===== src/rtl/sha1sh_pkg.sv =====
// ----------------------------------------------------------------------------
// SHA-1 stream hash package
// Shared types and constants for the SHA-1 stream hash core and its round unit.
// ----------------------------------------------------------------------------
package sha1sh_pkg;

    localparam int unsigned WordBits  = 32;
    localparam int unsigned ChainBits = 5 * WordBits;
    localparam int unsigned BlockBits = 512;

    // Initial chaining value, word i in bits [32i+31:32i].
    localparam logic [ChainBits-1:0] CHAIN_INIT = {
        32'hC3D2E1F0, 32'h10325476, 32'h98BADCFE, 32'hEFCDAB89, 32'h67452301
    };

    localparam logic [WordBits-1:0] K_CH  = 32'h5A827999;
    localparam logic [WordBits-1:0] K_PAR = 32'h6ED9EBA1;
    localparam logic [WordBits-1:0] K_MAJ = 32'h8F1BBCDC;
    localparam logic [WordBits-1:0] K_ODD = 32'hCA62C1D6;

    localparam logic [7:0] PAD_BYTE = 8'h80;
    localparam logic [5:0] LEN_OFFSET = 6'd56;
    localparam logic [5:0] FILL_LAST = 6'd63;
    localparam logic [6:0] ROUND_LAST = 7'd79;

    // Requests from the sequencer to the round unit.
    typedef struct packed {
        logic       push;       // shift one message byte into the block window
        logic [7:0] push_byte;
        logic       start;      // block complete: begin the 80 rounds
        logic       init;       // return the chaining words to their initial value
    } sha1sh_ctl_t;

    typedef struct packed {
        logic                 done;   // chaining words updated for the last block
        logic [ChainBits-1:0] chain;
    } sha1sh_stat_t;

    function automatic logic [WordBits-1:0] round_f(
        input logic [6:0]          rnd,
        input logic [WordBits-1:0] b,
        input logic [WordBits-1:0] c,
        input logic [WordBits-1:0] d
    );
        logic [WordBits-1:0] res;
        if (rnd < 7'd20) begin
            res = (b & c) | (~b & d);
        end else if (rnd < 7'd40) begin
            res = b ^ c ^ d;
        end else if (rnd < 7'd60) begin
            res = (b & c) | (b & d) | (c & d);
        end else begin
            res = b ^ c ^ d;
        end
        return res;
    endfunction

    function automatic logic [WordBits-1:0] round_k(input logic [6:0] rnd);
        logic [WordBits-1:0] res;
        if (rnd < 7'd20) begin
            res = K_CH;
        end else if (rnd < 7'd40) begin
            res = K_PAR;
        end else if (rnd < 7'd60) begin
            res = K_MAJ;
        end else begin
            res = K_ODD;
        end
        return res;
    endfunction

endpackage


===== src/rtl/sha1sh_compress.sv =====
// ----------------------------------------------------------------------------
// SHA-1 round unit
// Holds the block window and the chaining words, and runs one compression
// round per cycle on a single shared round datapath.
// ----------------------------------------------------------------------------
module sha1sh_compress (
    input  logic                   aclk,
    input  logic                   aresetn,
    input  sha1sh_pkg::sha1sh_ctl_t  ctl,
    output sha1sh_pkg::sha1sh_stat_t stat
);

    typedef enum logic [1:0] {
        C_IDLE,
        C_ROUND,
        C_ADD
    } cstate_t;

    cstate_t     cstate_reg;
    logic        done_reg;
    logic [6:0]  rnd_reg;
    logic [31:0] a_reg, b_reg, c_reg, d_reg, e_reg;
    logic [sha1sh_pkg::ChainBits-1:0] chain_reg;
    // Sixteen schedule words, the oldest in the top 32 bits. Bytes enter at the
    // bottom, so after 64 bytes the first message word sits at the top.
    logic [sha1sh_pkg::BlockBits-1:0] win_reg;

    logic [31:0] w_cur;
    logic [31:0] w_mix;
    logic [31:0] w_new;
    logic [31:0] tmp;

    always_comb begin
        w_cur = win_reg[511:480];
        // Next schedule word from words t+13, t+8, t+2 and t of the window.
        w_mix = win_reg[95:64] ^ win_reg[255:224] ^ win_reg[447:416] ^ win_reg[511:480];
        w_new = {w_mix[30:0], w_mix[31]};
        tmp   = {a_reg[26:0], a_reg[31:27]}
              + sha1sh_pkg::round_f(rnd_reg, b_reg, c_reg, d_reg)
              + e_reg + sha1sh_pkg::round_k(rnd_reg) + w_cur;
    end

    always_ff @(posedge aclk) begin
        if (!aresetn) begin
            cstate_reg <= C_IDLE;
            done_reg   <= 1'b0;
            chain_reg  <= sha1sh_pkg::CHAIN_INIT;
        end else begin
            done_reg <= (cstate_reg == C_ADD);
            case (cstate_reg)
                C_IDLE: begin
                    if (ctl.init) begin
                        chain_reg <= sha1sh_pkg::CHAIN_INIT;
                    end
                    if (ctl.push) begin
                        win_reg <= {win_reg[503:0], ctl.push_byte};
                    end
                    if (ctl.start) begin
                        a_reg      <= chain_reg[31:0];
                        b_reg      <= chain_reg[63:32];
                        c_reg      <= chain_reg[95:64];
                        d_reg      <= chain_reg[127:96];
                        e_reg      <= chain_reg[159:128];
                        rnd_reg    <= 7'd0;
                        cstate_reg <= C_ROUND;
                    end
                end
                C_ROUND: begin
                    a_reg   <= tmp;
                    b_reg   <= a_reg;
                    c_reg   <= {b_reg[1:0], b_reg[31:2]};
                    d_reg   <= c_reg;
                    e_reg   <= d_reg;
                    win_reg <= {win_reg[479:0], w_new};
                    rnd_reg <= rnd_reg + 7'd1;
                    if (rnd_reg == sha1sh_pkg::ROUND_LAST) begin
                        cstate_reg <= C_ADD;
                    end
                end
                C_ADD: begin
                    chain_reg[31:0]    <= chain_reg[31:0]    + a_reg;
                    chain_reg[63:32]   <= chain_reg[63:32]   + b_reg;
                    chain_reg[95:64]   <= chain_reg[95:64]   + c_reg;
                    chain_reg[127:96]  <= chain_reg[127:96]  + d_reg;
                    chain_reg[159:128] <= chain_reg[159:128] + e_reg;
                    cstate_reg         <= C_IDLE;
                end
                default: begin
                    cstate_reg <= C_IDLE;
                end
            endcase
        end
    end

    assign stat.done  = done_reg;
    assign stat.chain = chain_reg;

endmodule


===== src/rtl/sha1_stream_hash_core.sv =====
// ----------------------------------------------------------------------------
// SHA-1 stream hash core
// Absorbs a message one byte per request, pads it on the last request and
// returns the 160-bit digest.
//
//   Channel | Ports             | Contents
//   --------+-------------------+-------------------------------------------
//   input   | s_tvalid/s_tready | s_tdata: data_byte; s_tuser: byte_valid;
//           |                   | s_tlast: last
//   output  | m_tvalid/m_tready | m_tdata: digest_word_0 .. digest_word_4
//
// A byte request is taken straight away; the request that completes a 64-byte
// block then holds s_tready low while the round unit runs its 80 rounds,
// one per cycle, and adds into the chaining words.
// The last request is then followed by the padding bytes, a step at the length
// offset, the rounds and the addition for each final block (one or two) and the
// load of the digest.
// Reset is synchronous and active low; no clearing pass is needed.
// The digest waits in an output register, so new requests are taken while it
// is stalled; only a second digest waits for the first to be taken.
// ----------------------------------------------------------------------------
module sha1_stream_hash_core (
    input  logic         aclk,
    input  logic         aresetn,
    input  logic         s_tvalid,
    output logic         s_tready,
    input  logic [7:0]   s_tdata,   // [7:0] data_byte
    input  logic         s_tuser,   // [0] byte_valid
    input  logic         s_tlast,
    output logic         m_tvalid,
    input  logic         m_tready,
    output logic [159:0] m_tdata    // digest_word_0 [31:0] up to digest_word_4 [159:128]
);

    typedef enum logic [2:0] {
        S_IDLE,
        S_PAD80,
        S_PADZ,
        S_PADLEN,
        S_COMP,
        S_EMIT
    } state_t;

    state_t         state_reg, state_next;
    state_t         resume_reg, resume_next;
    state_t         after_push;
    logic [5:0]     fill_reg, fill_next;
    logic [60:0]    len_reg, len_next;
    logic [2:0]     lidx_reg, lidx_next;
    logic           m_tvalid_reg, m_tvalid_next;
    logic [159:0]   m_tdata_reg, m_tdata_next;
    logic           push_en;
    logic [7:0]     push_val;
    logic [63:0]    bit_len;

    sha1sh_pkg::sha1sh_ctl_t  ctl;
    sha1sh_pkg::sha1sh_stat_t stat;

    sha1sh_compress u_compress (
        .aclk    (aclk),
        .aresetn (aresetn),
        .ctl     (ctl),
        .stat    (stat)
    );

    assign bit_len = {len_reg, 3'b000};

    always_comb begin
        resume_next   = resume_reg;
        fill_next     = fill_reg;
        len_next      = len_reg;
        lidx_next     = lidx_reg;
        m_tdata_next  = m_tdata_reg;
        m_tvalid_next = m_tvalid_reg && !m_tready;
        after_push    = state_reg;
        push_en       = 1'b0;
        push_val      = 8'h00;
        ctl           = '0;

        case (state_reg)
            S_IDLE: begin
                if (s_tvalid) begin
                    if (s_tuser) begin
                        push_en  = 1'b1;
                        push_val = s_tdata;
                        len_next = len_reg + 61'd1;
                    end
                    after_push = s_tlast ? S_PAD80 : S_IDLE;
                end
            end
            S_PAD80: begin
                push_en    = 1'b1;
                push_val   = sha1sh_pkg::PAD_BYTE;
                after_push = S_PADZ;
            end
            S_PADZ: begin
                if (fill_reg == sha1sh_pkg::LEN_OFFSET) begin
                    lidx_next  = 3'd0;
                    after_push = S_PADLEN;
                end else begin
                    push_en = 1'b1;
                end
            end
            S_PADLEN: begin
                push_en    = 1'b1;
                // Length goes out most significant byte first.
                push_val   = bit_len[{~lidx_reg, 3'b000} +: 8];
                lidx_next  = lidx_reg + 3'd1;
                after_push = (lidx_reg == 3'd7) ? S_EMIT : S_PADLEN;
            end
            S_COMP: begin
                if (stat.done) begin
                    after_push = resume_reg;
                end
            end
            S_EMIT: begin
                if (!m_tvalid_reg || m_tready) begin
                    m_tdata_next  = stat.chain;
                    m_tvalid_next = 1'b1;
                    ctl.init      = 1'b1;
                    len_next      = 61'd0;
                    after_push    = S_IDLE;
                end
            end
            default: begin
                after_push = S_IDLE;
            end
        endcase

        state_next = after_push;
        if (push_en) begin
            ctl.push      = 1'b1;
            ctl.push_byte = push_val;
            fill_next     = fill_reg + 6'd1;
            // The byte that fills the block starts the rounds straight away.
            if (fill_reg == sha1sh_pkg::FILL_LAST) begin
                ctl.start   = 1'b1;
                resume_next = after_push;
                state_next  = S_COMP;
            end
        end
    end

    always_ff @(posedge aclk) begin
        if (!aresetn) begin
            state_reg    <= S_IDLE;
            resume_reg   <= S_IDLE;
            fill_reg     <= 6'd0;
            len_reg      <= 61'd0;
            lidx_reg     <= 3'd0;
            m_tvalid_reg <= 1'b0;
        end else begin
            state_reg    <= state_next;
            resume_reg   <= resume_next;
            fill_reg     <= fill_next;
            len_reg      <= len_next;
            lidx_reg     <= lidx_next;
            m_tvalid_reg <= m_tvalid_next;
        end
        m_tdata_reg <= m_tdata_next;
    end

    assign s_tready = (state_reg == S_IDLE);
    assign m_tvalid = m_tvalid_reg;
    assign m_tdata  = m_tdata_reg;

endmodule


===== config.mk =====
export PLATFORM = sky130hd
export DESIGN_NAME = sha1_stream_hash_core
export DESIGN_NICKNAME = d
export VERILOG_FILES = /design/src/rtl/sha1sh_pkg.sv /design/src/rtl/sha1sh_compress.sv /design/src/rtl/sha1_stream_hash_core.sv
export SDC_FILE = /design/constraint.sdc
export NUM_CORES = 2
export LEC_CHECK = 0
export BUFFER_PORTS_ARGS = -buffer_cell sky130_fd_sc_hd__buf_2
export CORE_MARGIN = 5
export CORE_UTILIZATION = 57
export CTS_CLUSTER_SIZE = 28
export DETAILED_ROUTE_END_ITERATION = 16
export GPL_TIMING_DRIVEN = 0
export PLACE_DENSITY_LB_ADDON = 0.05
export RECOVER_POWER = 100
export SYNTH_ARGS = -nofsm -noshare
export SYNTH_HDL_FRONTEND = slang
export SYNTH_SLANG_ARGS = --single-unit
export TNS_END_PERCENT = 20

===== constraint.sdc =====
create_clock -name aclk -period 25 [get_ports aclk]
set_input_delay 2.5 -clock aclk [delete_from_list [all_inputs] [get_ports aclk]]
set_output_delay 2.5 -clock aclk [all_outputs]
set_load 0.03 [all_outputs]

* Word-level counts from Yosys, hierarchy flattened
Index checks and enable logic that the tools add are counted.
** Word-level totals
- Register bits after elaboration :: 1079
- Input port bits :: 14
- Output and inout port bits :: 162
** Cells by class
- Add/sub/neg operators :: 13
- $lt $le $gt $ge :: 3
- Equality and inequality tests :: 19
- Shift operators :: 1
- Multiplexer cells :: 53
- Bitwise gates (word level) :: 14
- Reductions and logical operators :: 19
** Operator list (count)
- $pmux 512 s2 :: 1
- $mux 512 :: 1
- $mux 32 :: 10
- $pmux 160 s2 :: 1
- $pmux 32 s2 :: 5
- $add 32x32->32 :: 9
- $mux 61 :: 3
- $mux 160 :: 1
- $xor 32x32->32 :: 5
- $and 32x32->32 :: 4
- $pmux 61 s2 :: 1
- $or 32x32->32 :: 3
- $shiftx 64x7->8 :: 1
- $add 61x1->61 const B :: 1
- $not 32->32 :: 1
- $mux 31 :: 1
- $mux 3 :: 8
- $pmux 8 s3 :: 1
- $pmux 3 s6 :: 1
- $mux 8 :: 2
- $lt 7x6->1 const B :: 2
- $pmux 7 s2 :: 1
- $eq 6x6->1 const B :: 2
- $ne 2x2->1 const B :: 6
- other kinds (29) :: 51

* Logic depth before layout (Yosys ltp)
- Depth after elaboration :: 11
- Depth in mapped cells :: 29

* Cells and area by module
From an unflattened synthesis, not the netlist that was laid out.
** Unflattened totals
- Cell total of the unflattened synthesis :: 5697
- Area, all modules :: 56519.2 um^2
** Modules (own cells, without submodules)
- sha1sh_compress :: instances 1, cells an instance 5015, area each 47265.3 um^2
- sha1_stream_hash_core :: instances 1, cells an instance 682, area each 9253.9 um^2

* Worst setup path after synthesis
No wires, ideal clock.
- Kind :: input port to flip-flop
- Start point :: input port s_tvalid
- End point :: register u_compress.win_reg[0] (netlist bit), enable pin
- Arrival time :: 24.515 ns
- Data required time :: 23.601 ns
- Path slack :: -0.914 ns
- Stages :: 6
- Path buffers :: 0
- Cells stage by stage :: nand3b_1 > nor3_1 > nor2_1 > a21oi_1 > nor2_1 > nor2_1
** On the way
- Longest elaborated chain between the ends :: 5
** RTL lines
- start: declaration :: RTL line sha1_stream_hash_core.sv:25 : input logic s_tvalid,
- $mux 1 :: RTL line sha1_stream_hash_core.sv:82 : if (s_tvalid) begin
- $pmux 1 s3 :: RTL line sha1_stream_hash_core.sv:80 : case (state_reg)
- $mux 10 :: RTL line sha1_stream_hash_core.sv:131 : if (push_en) begin
- $ne 2x2->1 (no line)
- $reduce_and 3->1 (no line)
- end signal: assignment :: RTL line sha1sh_compress.sv:56 : win_reg <= {win_reg[503:0], ctl.push_byte};
- end signal: assignment :: RTL line sha1sh_compress.sv:74 : win_reg <= {win_reg[479:0], w_new};
- end: declaration :: RTL line sha1sh_compress.sv:26 : logic [sha1sh_pkg::BlockBits-1:0] win_reg;
Every way passes these cells.
A chain may end at the register's enable or synchronous reset.

* Worst setup path in the final report
- Start point :: input port aresetn
- End point :: register u_compress.win_reg[388] (netlist bit), enable pin
** On the way
- Longest elaborated chain between the ends :: 1
** RTL lines
- start: declaration :: RTL line sha1_stream_hash_core.sv:24 : input logic aresetn,
- $reduce_and 3->1 (no line)
Every way passes these cells.

==> out/qor.yml <==
outcome: "finished, violations left"
violations: "capacitance limit, slew limit"
crit_path_cell_trace: "clkbuf_1 -> clkbuf_1 -> nand2b_1 -> nor2_1 -> clkbuf_1 -> clkbuf_1 -> clkbuf_1 -> clkbuf_1 -> clkbuf_1 -> clkbuf_1"
critPathArrivalTime_ps: 12410
tns_ps: 0
cts.sinks: 1079
cts-resized-gates: 0
io_buffers: 175
hold_path.class: "flip-flop to flip-flop"
drc: 0
drive_gt1_share_pct: 3.52
synthTopCellsByArea: "edfxtp_1, nand2_1, dfxtp_1, ha_1, fa_1"
nets: 6353
dr.pass1.iters: 6
min_period_over_period_pct: 48.5
synth_area_sq_um: 56200
drv_slew: 732
via_per_inst: 5.84
track_usage_pct: 33.1
synth_simple_gate_area_share_pct: 18.9
die_w_um: 324
max_cap_viol_count: 24
area_delta_synth_final_pct: 10.7
yosys-mux-area-fraction_pct: 0.883
gr-total-overflow: 0
io_pins: 176
cpMostUsedCell: "clkbuf_1"
crit_type: "input port to flip-flop"
grt_first_pass_wirelength_um: 258000
crit_fanout: 33
drtIter0Drc: 4360
clock.fmax_mhz: 82.6
synth_top_flop_cell: "edfxtp_1"
num_vias: 43086
grt_pass1_vias: 41306
start_kind: "input port"
placed_cell_area_sq_um: 59300
clkLatencyLatePin_ps: 720
antenna_found_initial: 3
cts_buffers: 112
synth_fa_ha_area_share_pct: 9.44
largest_reg_flops: 512
routed_wl_um: 176000
layout_common_cells: "nand2_1, edfxtp_1, clkbuf_1, nor2_1, dfxtp_1"
synth_largest_area_cell: "edfxtp_1"
ys_types: 82
dp_hpwl_um: 134000
cts_root_buffer: "clkbuf_16"
fin_area_sq_um: 62200
synth_edf_count: 839
synth-compound-area-share_pct: 9.53
cp_slowest_cell: "nor2_1"
clockBufferDepth: 3
synth_seq_area_share_pct: 53.3
min_period_ps: 12110
die_height_um: 324
final_common_cell: "nand2_1"
cts_hold_buf: 0
setup_slack_ps: 12890
power_leakage_nw: 25.5
worst_ep_required_time_ps: 25290
hold_violations: 0
cpPeakStageDelay_ps: 1620
routedWlPerCell_um: 23.8
cts_tree: "built"
syn_nets: 6037
placementRows: 115
synth_xor_area_share_pct: 4.86
fp.coreArea_sq_um: 98100
netlist_instances: 5673
synth_top_area_share_pct: 44.8
cellPowerDensity_nw_per_um2: 62.3
worst_slew_pin_slew_ps: 2350
final_cells: 7375
htreeDepth: 3
yosysWarnings: 0
r2r_cells: 13
synth-seq-cells: 1079
start_util_pct: 57.3
setup-violations-final: 0
cp-end-kind: "flip-flop"
holdPathStages: 0
peakVddDrop_v: 0.0000595
dp_cells: 7162
synthArstFlopShare_pct: 0
gp_congestion: 0.983
synth_top_family_by_area: "simple AND/OR/NAND/NOR gates"
grt_max_degree: 39
place_ws_ps: 15640
ant_nets: 0
nFillCells: 8361
die_area_sq_um: 105000
max_slew_margin_pct: -57.5
cts_setup_buffers: 0
rsz0062_at_grt: "false"
fin_skew_ps: 39.5
clk_pin_slew_ps: 60
synth.avg_cell_area_sq_um: 9.91
[layer usage]
layer	vias up	GRT usage [%]	wire length, um
met5	-	0	0
met4	0	17.7	11400
met3	423	5.25	14100
met2	1841	54.5	82200
met1	20828	42.5	68100
li1	19994	-	-
[cells in the mapped netlist, drive strengths merged, types with 44 or more instances]
cell / number
edfxtp: 839
xor2: 106
clkbuf: 220
a21oi: 193
a21o: 93
nand2: 1991
inv: 220
fa: 124
nor2b: 100
o21ai: 233
xnor2: 206
a22oi: 44
nand3: 59
dfxtp: 240
ha: 226
nor2: 257
o22ai: 56
[final cells by class]
class / instances / area, sq um / area share (%)
clock inverter: 62 / 562 / 0.903
timing repair buffer: 202 / 773 / 1.24
tap: 1287 / 1610 / 2.59
sequential: 1079 / 30000 / 48.2
inverter: 221 / 830 / 1.33
antenna: 3 / 7.51 / 0.0121
multi-input combinational: 4140 / 24500 / 39.3
clock buffer: 148 / 3090 / 4.97
buffer: 233 / 877 / 1.41
[kinds of logic (layout without fill, tap and decap cells)]
group / Yosys count / in the layout
buffers and inverters: 454 / 866
and+or+nand+nor: 2607 / 2607
muxes: 33 / 33
xor gates and xnor gates: 312 / 312
adders and majority gates: 350 / 350
DFF: 1079 / 1079
AOI/OAI and AO/OA: 838 / 838
other: 0 / 3
[critical path: cells and delay by family]
kind | cells | cell delay (ps)
buffers and inverters | 8 | 7960
and+or+nand+nor | 2 | 1880
[metrics by stage]
step | power [W] | hold slack, ps | utilization (%)
after detailed placement | 0.00225 | 486 | 60.4
after CTS | 0.00390 | 486 | 64.2
after floorplan | 0.00219 | 422 | -
after global placement | 0.00227 | 460 | 59.8
final | 0.00388 | 488 | 63.4
after global routing | 0.00400 | 506 | 63.4
[report_power, final]
part	switching (W)	total, W	internal (W)	leakage [nW]
Clock	0.000728	0.00167	0.000944	1.78
Combinational	0.000121	0.000184	0.0000628	13.8
Sequential	0.0000405	0.00202	0.00198	9.94
Total	0.000890	0.00388	0.00299	25.5
[worst paths after layout]
check / start / end / slack [ps]
max: aresetn / u_compress.win_reg[388]$_DFFE_PP_ / 12890
min: u_compress.chain_reg[159]$_SDFFE_PN1P_ / m_tdata[159]$_DFFE_PP_ / 490
max reg2reg: fill_reg[0]$_SDFFE_PN0P_ / u_compress.win_reg[388]$_DFFE_PP_ / 14500
min reg2reg: u_compress.chain_reg[159]$_SDFFE_PN1P_ / m_tdata[159]$_DFFE_PP_ / 490
(Power assumes the default switching activity.)
